[config.mk]
export PLATFORM = sky130hd
export DESIGN_NAME = vn3_sqrt_cell
export DESIGN_NICKNAME = d
export VERILOG_FILES = /design/src/hdl/vn3_pkg.sv /design/src/hdl/vn3_sqrt_cell.sv
export SDC_FILE = /design/constraint.sdc
export NUM_CORES = 1
export LEC_CHECK = 0
export ABC_AREA = 0
export CAP_MARGIN = 25
export CORE_UTILIZATION = 60
export DETAILED_ROUTE_END_ITERATION = 12
export DONT_BUFFER_PORTS = 1
export GPL_TIMING_DRIVEN = 0
export PLACE_DENSITY = 0.87
export SYNTH_ARGS = -nofsm -noshare
export SYNTH_HDL_FRONTEND = slang
export SYNTH_SLANG_ARGS = --single-unit
[constraint.sdc]
create_clock -name clk -period 13.6 [get_ports clk]
set_input_delay 2.04 -clock clk [delete_from_list [all_inputs] [get_ports clk]]
set_output_delay 2.04 -clock clk [all_outputs]
set_load 0.03 [all_outputs]
[src/hdl/vn3_pkg.sv]
// vn3_pkg: shared constants and types for the 3d vector normalizer
// no dependencies
package vn3_pkg;
  localparam int CW = 16;              // component width, q8.8
  localparam int UF = 14;              // unit fraction bits
  localparam int UW = UF + 2;          // unit output width
  localparam int AW = CW;              // magnitude of a component
  localparam int SW = 2 * AW + 2;      // sum of three squares
  localparam int RW = SW / 2;          // root width
  localparam int NW = AW + UF;         // dividend width
  localparam int QW = NW;              // quotient width

  typedef struct packed {
    logic [AW-1:0] a;
    logic          neg;
  } comp_t;
endpackage

[src/hdl/vn3_sqrt_cell.sv]
// vn3_sqrt_cell: one bit step of a restoring square root, registered
// depends on vn3_pkg
module vn3_sqrt_cell import vn3_pkg::*; (
  input  logic            clk,
  input  logic [RW-1:0]   bit_i,
  input  logic [SW-1:0]   sum_i,
  input  logic [RW-1:0]   root_i,
  input  comp_t           c_i [3],
  output logic [SW-1:0]   sum_o,
  output logic [RW-1:0]   root_o,
  output comp_t           c_o [3]
);
  logic [RW-1:0] t;
  logic [SW-1:0] sq;
  logic [SW-1:0] sum_r;
  logic [RW-1:0] root_r;
  comp_t         c_r [3];

  assign t  = root_i | bit_i;
  assign sq = SW'(t) * SW'(t);

  always_ff @(posedge clk) begin
    sum_r  <= sum_i;
    root_r <= (sq <= sum_i) ? t : root_i;
    c_r    <= c_i;
  end

  assign sum_o  = sum_r;
  assign root_o = root_r;
  assign c_o    = c_r;
endmodule

==> results by group <==
Timing
  – RSZ-0062 raised after global routing: no
  – Final Critical Period: 10.75 ns
  – Max-slew violation count: 0
  – Worst-margin pin slew: 0.949 ns
  – Hold Violations, Final: 0
  – Fmax: 93.0 MHz
  – TNS Setup: 0 ns
  – Final setup viols: 0
  – Slew HR: 36.5%
  – Final Cycle Share: 79.1%

Route
  – DRC: 14
  – Wirelength per Cell: 18.4 um
  – DRT Wirelength: 26500 um
  – Final ANT Viol Nets: 0
  – First-pass DRT Iterations: 9
  – DRC marker count from the first detailed-route iteration: 541
  – Via count: 8096
  – Via density: 5.63

Die
  – Ports: 222
  – Die Y: 138 um
  – DIE AREA: 19100 sq um
  – Core Region: 18100 sq um
  – Rows: 49
  – Die X: 138 um
  – Initial Util: 61.7%

Clocking
  – CTS Buf Count: 9
  – Root Driver: clkbuf_16
  – H-tree Lvls: 3
  – CTS tree: done
  – Max Root-Sink Buffers: 2
  – Hold-fix buffers, CTS: 0
  – Post-cts sizing count: 0
  – Worst-path clk slew: 0.09 ns
  – Postcts setup bufs: 0
  – Clock Sinks: 102

Synthesis
  – EDFF count, synth: 0
  – Register area share after synthesis: 18.3%
  – Ys flop type: dfxtp_1
  – Area contributors post-synth: fa_1 (34%), dfxtp_1 (18%), ha_1 (15%), inv_1 (11%), nor2_1 (3.2%)
  – Mapped Nets: 1642
  – Async S/R FF share, synth: 0%
  – Area leader, netlist: fa_1
  – Post-Syn Area: 11200 sq um
  – Yosys cell types: 47
  – Synthesized flop and latch total: 102
  – Top-area cell type share of the netlist area: 34.3%
  – Syn Inst Count: 1193
  – Syn avg cell area: 9.35 sq um
  – Synth warnings: 0

Worst setup path
  – CP Launch Type: primary input
  – CP top delay family: adder cells
  – WP data required: 13.87 ns
  – Critical path buffer and inverter count: 5
  – Max FO, Critical Path: 10
  – Crit. End Element: register
  – Worst EP arrival: 11.02 ns
  – Max stage delay cell, worst path: nor2_1
  – CP peak stage delay: 0.71 ns
  – Worst setup path class: in -> reg
  – Most used cell along the critical path: fa_1

Layout
  – Fillers: 1346
  – ANT cells: 0
  – Layout Nets: 1654
  – Layout cell share with drive strength beyond 1: 3.14%
  – Area added between synthesis and finish: 5.46%
  – Seq. cell area: 2040 sq um
  – Multi-input gate area: 7800 sq um

Place
  – RD Place Congestion: 0.944
  – Port buffer count: 0
  – Detailed Place HPWL: 22200 um

Status
  – Status: finished, violations left
  – Failing checks: design-rule violations

Global routing
  – GRT Total Usage: 28.8%
  – Congestion Overflow GR: 0
  – Grt met2 use: 50.9%
  – Global route hottest layer: met2
  – Largest net degree at the start of global routing: 22
  – Vias in the first global route: 8656
  – Antenna violations before repair: 0
  – Met1 GRT Util: 34.7%
  – First-pass GRT wire length: 42600 um
  – M3 GR Usage: 5.85%

Worst hold path
  – Worst hold path class: in -> reg

Run
  – Max-Cap Viols: 0
==> Yosys cell counts (9+ instances only) <==
master	count
ha_1	138
o21ai_0	12
clkbuf_1	25
nor2_1	95
xnor2_1	28
xor2_1	9
fa_1	191
inv_1	317
a21oi_1	42
a21o_1	41
nand3_1	14
dfxtp_1	102
or2_2	9
nand2_1	92
nand4_1	10
==> final timing paths <==
kind | from | to | slack (ns) | cells after the start
setup / recovery | bit_i[3] | root_o[15] | 2.85 | 29
hold / removal | c_i[46] | c_o[46] | 1.69 | 0
==> placed cells by master (no fill, tap or decap), drive strengths merged, types with 3 or more instances in the layout <==
master,instances
a211oi,3
a21o,41
a21oi,44
a41oi,4
and2,4
and3,4
clkbuf,35
clkinv,12
dfxtp,102
fa,191
ha,138
inv,318
nand2,92
nand3,15
nand4,10
nor2,95
nor2b,7
nor3,4
o211ai,4
o21ai,16
o21bai,5
or2,9
xnor2,28
xor2,9
==> metrics by stage <==
| stage | util (%) | cell area (sq um) | hold slack (ns) | worst slack [ns] | instances |
|---|---|---|---|---|---|
| 3_5_place_dp | 63.3 | 11400 | 2.07 | 2.43 | 1422 |
| 6_report | 65.1 | 11800 | 1.69 | 2.85 | 1439 |
| 3_3_place_gp | 63.3 | 11400 | 2.07 | 2.58 | 1422 |
| 5_1_grt | 65.1 | 11800 | 1.67 | 2.47 | 1439 |
| 4_1_cts | 65.0 | 11800 | 1.68 | 2.79 | 1438 |
| 2_1_floorplan | - | 11200 | 2.07 | 4.44 | 1193 |
==> sequential cells by signal (all words and copies together), names as in the netlist <==
name    cells
root_o     17
sum_o      34
c_o        51
==> cells by family (layout without fill, tap and decap cells) <==
kind of cell    Yosys count  in the layout  synth area share (%)
simple gates            245            245                  9.41
compound gates          128            128                  7.73
flops                   102            102                  18.3
mux                       1              1                0.0897
xor+xnor                 37             37                  2.90
fa+ha+maj               329            329                  49.7
buf+inv                 351            368                  11.8
==> layout make-up <==
| class | instances | share of cell area, % |
|---|---|---|
| flip-flops and latches | 102 | 17.4 |
| clock inverters | 7 | 0.766 |
| multi-input cells | 740 | 66.3 |
| inverters | 324 | 10.3 |
| plain buffers | 27 | 0.883 |
| repair buffers | 1 | 0.0638 |
| well taps | 229 | 2.43 |
| clock buffers | 9 | 1.91 |
==> routing by layer <==
metal	up-vias	wire (um)
met3	92	1790
met4	0	947
li1	3624	-
met2	344	13800
met5	-	0
met1	4036	9970
Power is not shown: default switching activity piles up to over one toggle a cycle in this logic, so the estimate is an artifact.
