## src/hdl/vn3_pkg.sv

```systemverilog
// vn3_pkg: shared constants and types for the 3d vector normalizer
// no dependencies
package vn3_pkg;
  localparam int CW = 16;              // component width, q8.8
  localparam int UF = 14;              // unit fraction bits
  localparam int UW = UF + 2;          // unit output width
  localparam int AW = CW;              // magnitude of a component
  localparam int SW = 2 * AW + 2;      // sum of three squares
  localparam int RW = SW / 2;          // root width
  localparam int NW = AW + UF;         // dividend width
  localparam int QW = NW;              // quotient width

  typedef struct packed {
    logic [AW-1:0] a;
    logic          neg;
  } comp_t;
endpackage

```

## src/hdl/vn3_div_cell.sv

```systemverilog
// vn3_div_cell: one quotient bit of three parallel restoring divisions
// depends on vn3_pkg
module vn3_div_cell import vn3_pkg::*; (
  input  logic            clk,
  input  logic [$clog2(QW)-1:0] pos_i,
  input  logic [RW-1:0]   den_i,
  input  logic [NW-1:0]   rem_i [3],
  input  logic [QW-1:0]   q_i [3],
  input  logic [2:0]      neg_i,
  output logic [RW-1:0]   den_o,
  output logic [NW-1:0]   rem_o [3],
  output logic [QW-1:0]   q_o [3],
  output logic [2:0]      neg_o
);
  logic [NW+RW-1:0] trial [3];
  logic [RW-1:0]    den_r;
  logic [NW-1:0]    rem_r [3];
  logic [QW-1:0]    q_r [3];
  logic [2:0]       neg_r;

  always_comb begin
    for (int i = 0; i < 3; i++)
      trial[i] = (NW+RW)'(den_i) << pos_i;
  end

  always_ff @(posedge clk) begin
    den_r <= den_i;
    neg_r <= neg_i;
    for (int i = 0; i < 3; i++) begin
      if ((NW+RW)'(rem_i[i]) >= trial[i]) begin
        rem_r[i] <= NW'((NW+RW)'(rem_i[i]) - trial[i]);
        q_r[i]   <= q_i[i] | (QW'(1) << pos_i);
      end else begin
        rem_r[i] <= rem_i[i];
        q_r[i]   <= q_i[i];
      end
    end
  end

  assign den_o = den_r;
  assign rem_o = rem_r;
  assign q_o   = q_r;
  assign neg_o = neg_r;
endmodule

```

## config.mk

```make
export PLATFORM = sky130hd
export DESIGN_NAME = vn3_div_cell
export DESIGN_NICKNAME = d
export VERILOG_FILES = /design/src/hdl/vn3_pkg.sv /design/src/hdl/vn3_div_cell.sv
export SDC_FILE = /design/constraint.sdc
export NUM_CORES = 1
export LEC_CHECK = 0
export BUFFER_PORTS_ARGS = -buffer_cell sky130_fd_sc_hd__buf_2
export CAP_MARGIN = 40
export CORE_UTILIZATION = 30
export CTS_CLUSTER_SIZE = 28
export DETAILED_ROUTE_END_ITERATION = 8
export SLEW_MARGIN = 20
export SYNTH_ARGS = -nofsm -noshare
export SYNTH_HDL_FRONTEND = slang
export SYNTH_SLANG_ARGS = --single-unit
```

## constraint.sdc

```tcl
create_clock -name clk -period 5.25 [get_ports clk]
set_input_delay 0.525 -clock clk [delete_from_list [all_inputs] [get_ports clk]]
set_output_delay 0.525 -clock clk [all_outputs]
set_load 0.01 [all_outputs]
```

==> impl_metrics.ini <==
[logic_synthesis]
yosysTopAreaCell = dfxtp_1
synthTopCellsByCount = dfxtp_1 (200), a21oi_1 (99), a21o_1 (93)
synth_cell_type_count = 69
yosysSeqAreaShare_pct = 33.8
async_reset_ff_share_pct = 0
syn_avg_cell_area_um2 = 9.26
synth_area_mm2 = 0.0118
synth_most_common_cell = dfxtp_1
synth_ff_type = dfxtp_1
synth_top_area_share_pct = 33.8
synth_nets = 1579
ys_ff_latch = 200
yosysWarnings = 0
synthTopCellsByArea = dfxtp_1 (34%), ha_1 (9.5%), mux2_2 (7.4%)
synth_edf_count = 0
synth_cells = 1280

[power_and_ir_drop]
p_per_area_mw_per_mm2 = 310
power_switching_mw = 1.69
power_frac_clock_pct = 28.1
p_int_mw = 3.03
pwr-share-comb_pct = 35.2
leakagePower_nw = 7.06
pwr-share-seq_pct = 36.6
switching_share_pct = 35.8
peakVddDrop_mv = 0.241

[floorplanning]
ios = 406
core_area_mm2 = 0.0388
rows = 72
fp.dieH_um = 201
dieArea_mm2 = 0.0403
start_util_pct = 30.5
die_x_um = 201

[clocking]
cts_made_buffers = 17
clock_tree.buffer_depth = 2
cts_tree = done
cts_hold_buf = 0
cts_root_buf = clkbuf_16
cts_resized = 0
htreeDepth = 4
clkTransAtPathRegs_ps = 80
cts_setup_buffers = 0
clock-sinks = 200

[grt]
grt_pass1_wl_um = 69100
grt_use_total_pct = 22.7
antenna_found_initial = 1
grt-ovfl-total = 0
grt_max_degree = 47
grt_pass1_vias = 11500

[setup_path]
crit_type = in2reg
cp.arrival_ps = 5140
crit_path_end_kind = flop
cp.required_ps = 5600
path_max_fanout = 11
startpoint_type = input port

[sta]
fmax_mhz = 209
final_max_slew_viol_count = 0
period_needed_ps = 4790
min_period_over_period_pct = 91.2
slew_headroom_pct = 49.4
tightest_slew_ps = 758
setup_viol_count_final = 0
tns_ps = 0
rsz0062_at_grt = no
hold_viol_final = 0

[cells_and_area]
fill_cells = 3978
fin_nets = 1992
area_delta_synth_final_pct = 28.7
fin_util_pct = 39.3
drive_gt1_share_pct = 36.4
final_area_mm2 = 0.0152
n_antenna_cell = 0

[placement]
io_buffers = 405
place_hpwl_um = 37900
place.gp.congestion = 0.947
placed_area_mm2 = 0.0147

[flow_run]
maxCapViolCount = 0

[route]
drc = 0
drt-initial-drc-count = 824
ant_nets = 0
drt_wl_total_um = 46400
viasPerCell = 5.24
num_vias = 11700
routedWlPerCell_um = 20.9
drt_first_pass_iters = 6

[run_status]
outcome = completed

[hold_path]
hp-class = in2reg
[cell usage in the layout (no fill, tap or decap), drive strengths merged, types with 6 or more instances in the layout]
cell type	n
nand4	15
xor2	28
inv	29
nor3	20
nand3	26
buf	451
o21ai	54
and3	8
a21o	93
nor2b	20
clkbuf	18
a31o	34
xnor2	42
mux2i	20
a31oi	9
mux4	11
nand3b	6
mux2	81
ha	90
dfxtp	200
o21bai	12
o21a	21
nor2	81
nor4	6
nand2b	18
a21oi	99
a22oi	7
o31ai	8
and2	8
nand2	90
a211oi	17
a41oi	6
[area by class of cell]
| cell class | count | area (um2) | share of cell area (%) |
|---|---|---|---|
| multi-input combinational | 999 | 7500 | 49.2 |
| clock inverter | 14 | 155 | 1.02 |
| clock buffer | 18 | 429 | 2.82 |
| sequential | 200 | 4000 | 26.3 |
| tap | 518 | 648 | 4.25 |
| timing repair buffer | 452 | 2420 | 15.9 |
| inverter | 23 | 86.3 | 0.566 |
[worst max-delay path: stages]
cell and delay (ps):
buf_2 280, mux2i_1 180, nand2_1 90, o21ai_0 170, nor2_1 140, nor2_1 50, o21ai_0 470, nand2_1 360
ha_1 470, nand3_1 130, or3_1 440, a211oi_1 450, o21bai_1 200, a31oi_1 380, a221o_1 230, a21oi_1 80
xnor2_1 140, mux2_1 310
[path summary, 6_finish.rpt]
kind / end / startpoint / cells past startpoint / slack, ps
max: rem_o[58] / pos_i[0] / 18 / 460
min: neg_o[0] / neg_i[0] / 1 / 160
[per-stage QoR]
step	std cells	setup slack, ps	hold WS (ps)	total power [mW]
detailed placement	2192	111	631	3.42
CTS	2224	598	138	4.76
global placement	2191	197	627	3.41
floorplan	1280	280	553	2.80
finish	2224	462	159	4.73
global route	2224	257	134	4.98
[cells by family (layout without fill, tap and decap cells)]
kind of cell | after synthesis | count (layout) | synth area share (%)
simple gates | 317 | 317 | 12.9
compound gates | 407 | 407 | 23.7
mux | 112 | 112 | 11.5
flops | 200 | 200 | 33.8
fa+ha+maj | 93 | 93 | 10.0
xor+xnor | 70 | 70 | 5.17
buf+inv | 81 | 507 | 3.00
[flip-flops by register name (all words and copies together), names as in the netlist]
| name | cells |
|---|---|
| den_o | 17 |
| q_o | 90 |
| rem_o | 90 |
| neg_o | 3 |
[power groups by stage]
stage	combinational, mW	clock [mW]	sequential (mW)
2_1_floorplan	0.951	0	1.85
5_1_grt	1.81	1.43	1.75
4_1_cts	1.66	1.36	1.73
3_3_place_gp	1.64	0	1.77
3_5_place_dp	1.65	0	1.77
6_report	1.67	1.33	1.73
[metal layers]
layer | track usage, % | up-vias | share of wire (%)
met5 | 0 | - | 0.028
met4 | 8.34 | 2 | 2.9
li1 | - | 5564 | -
met1 | 30.9 | 5576 | 46
met3 | 4.04 | 63 | 5.6
met2 | 35.8 | 445 | 45
Note: power is estimated with default switching activity, not from simulation.
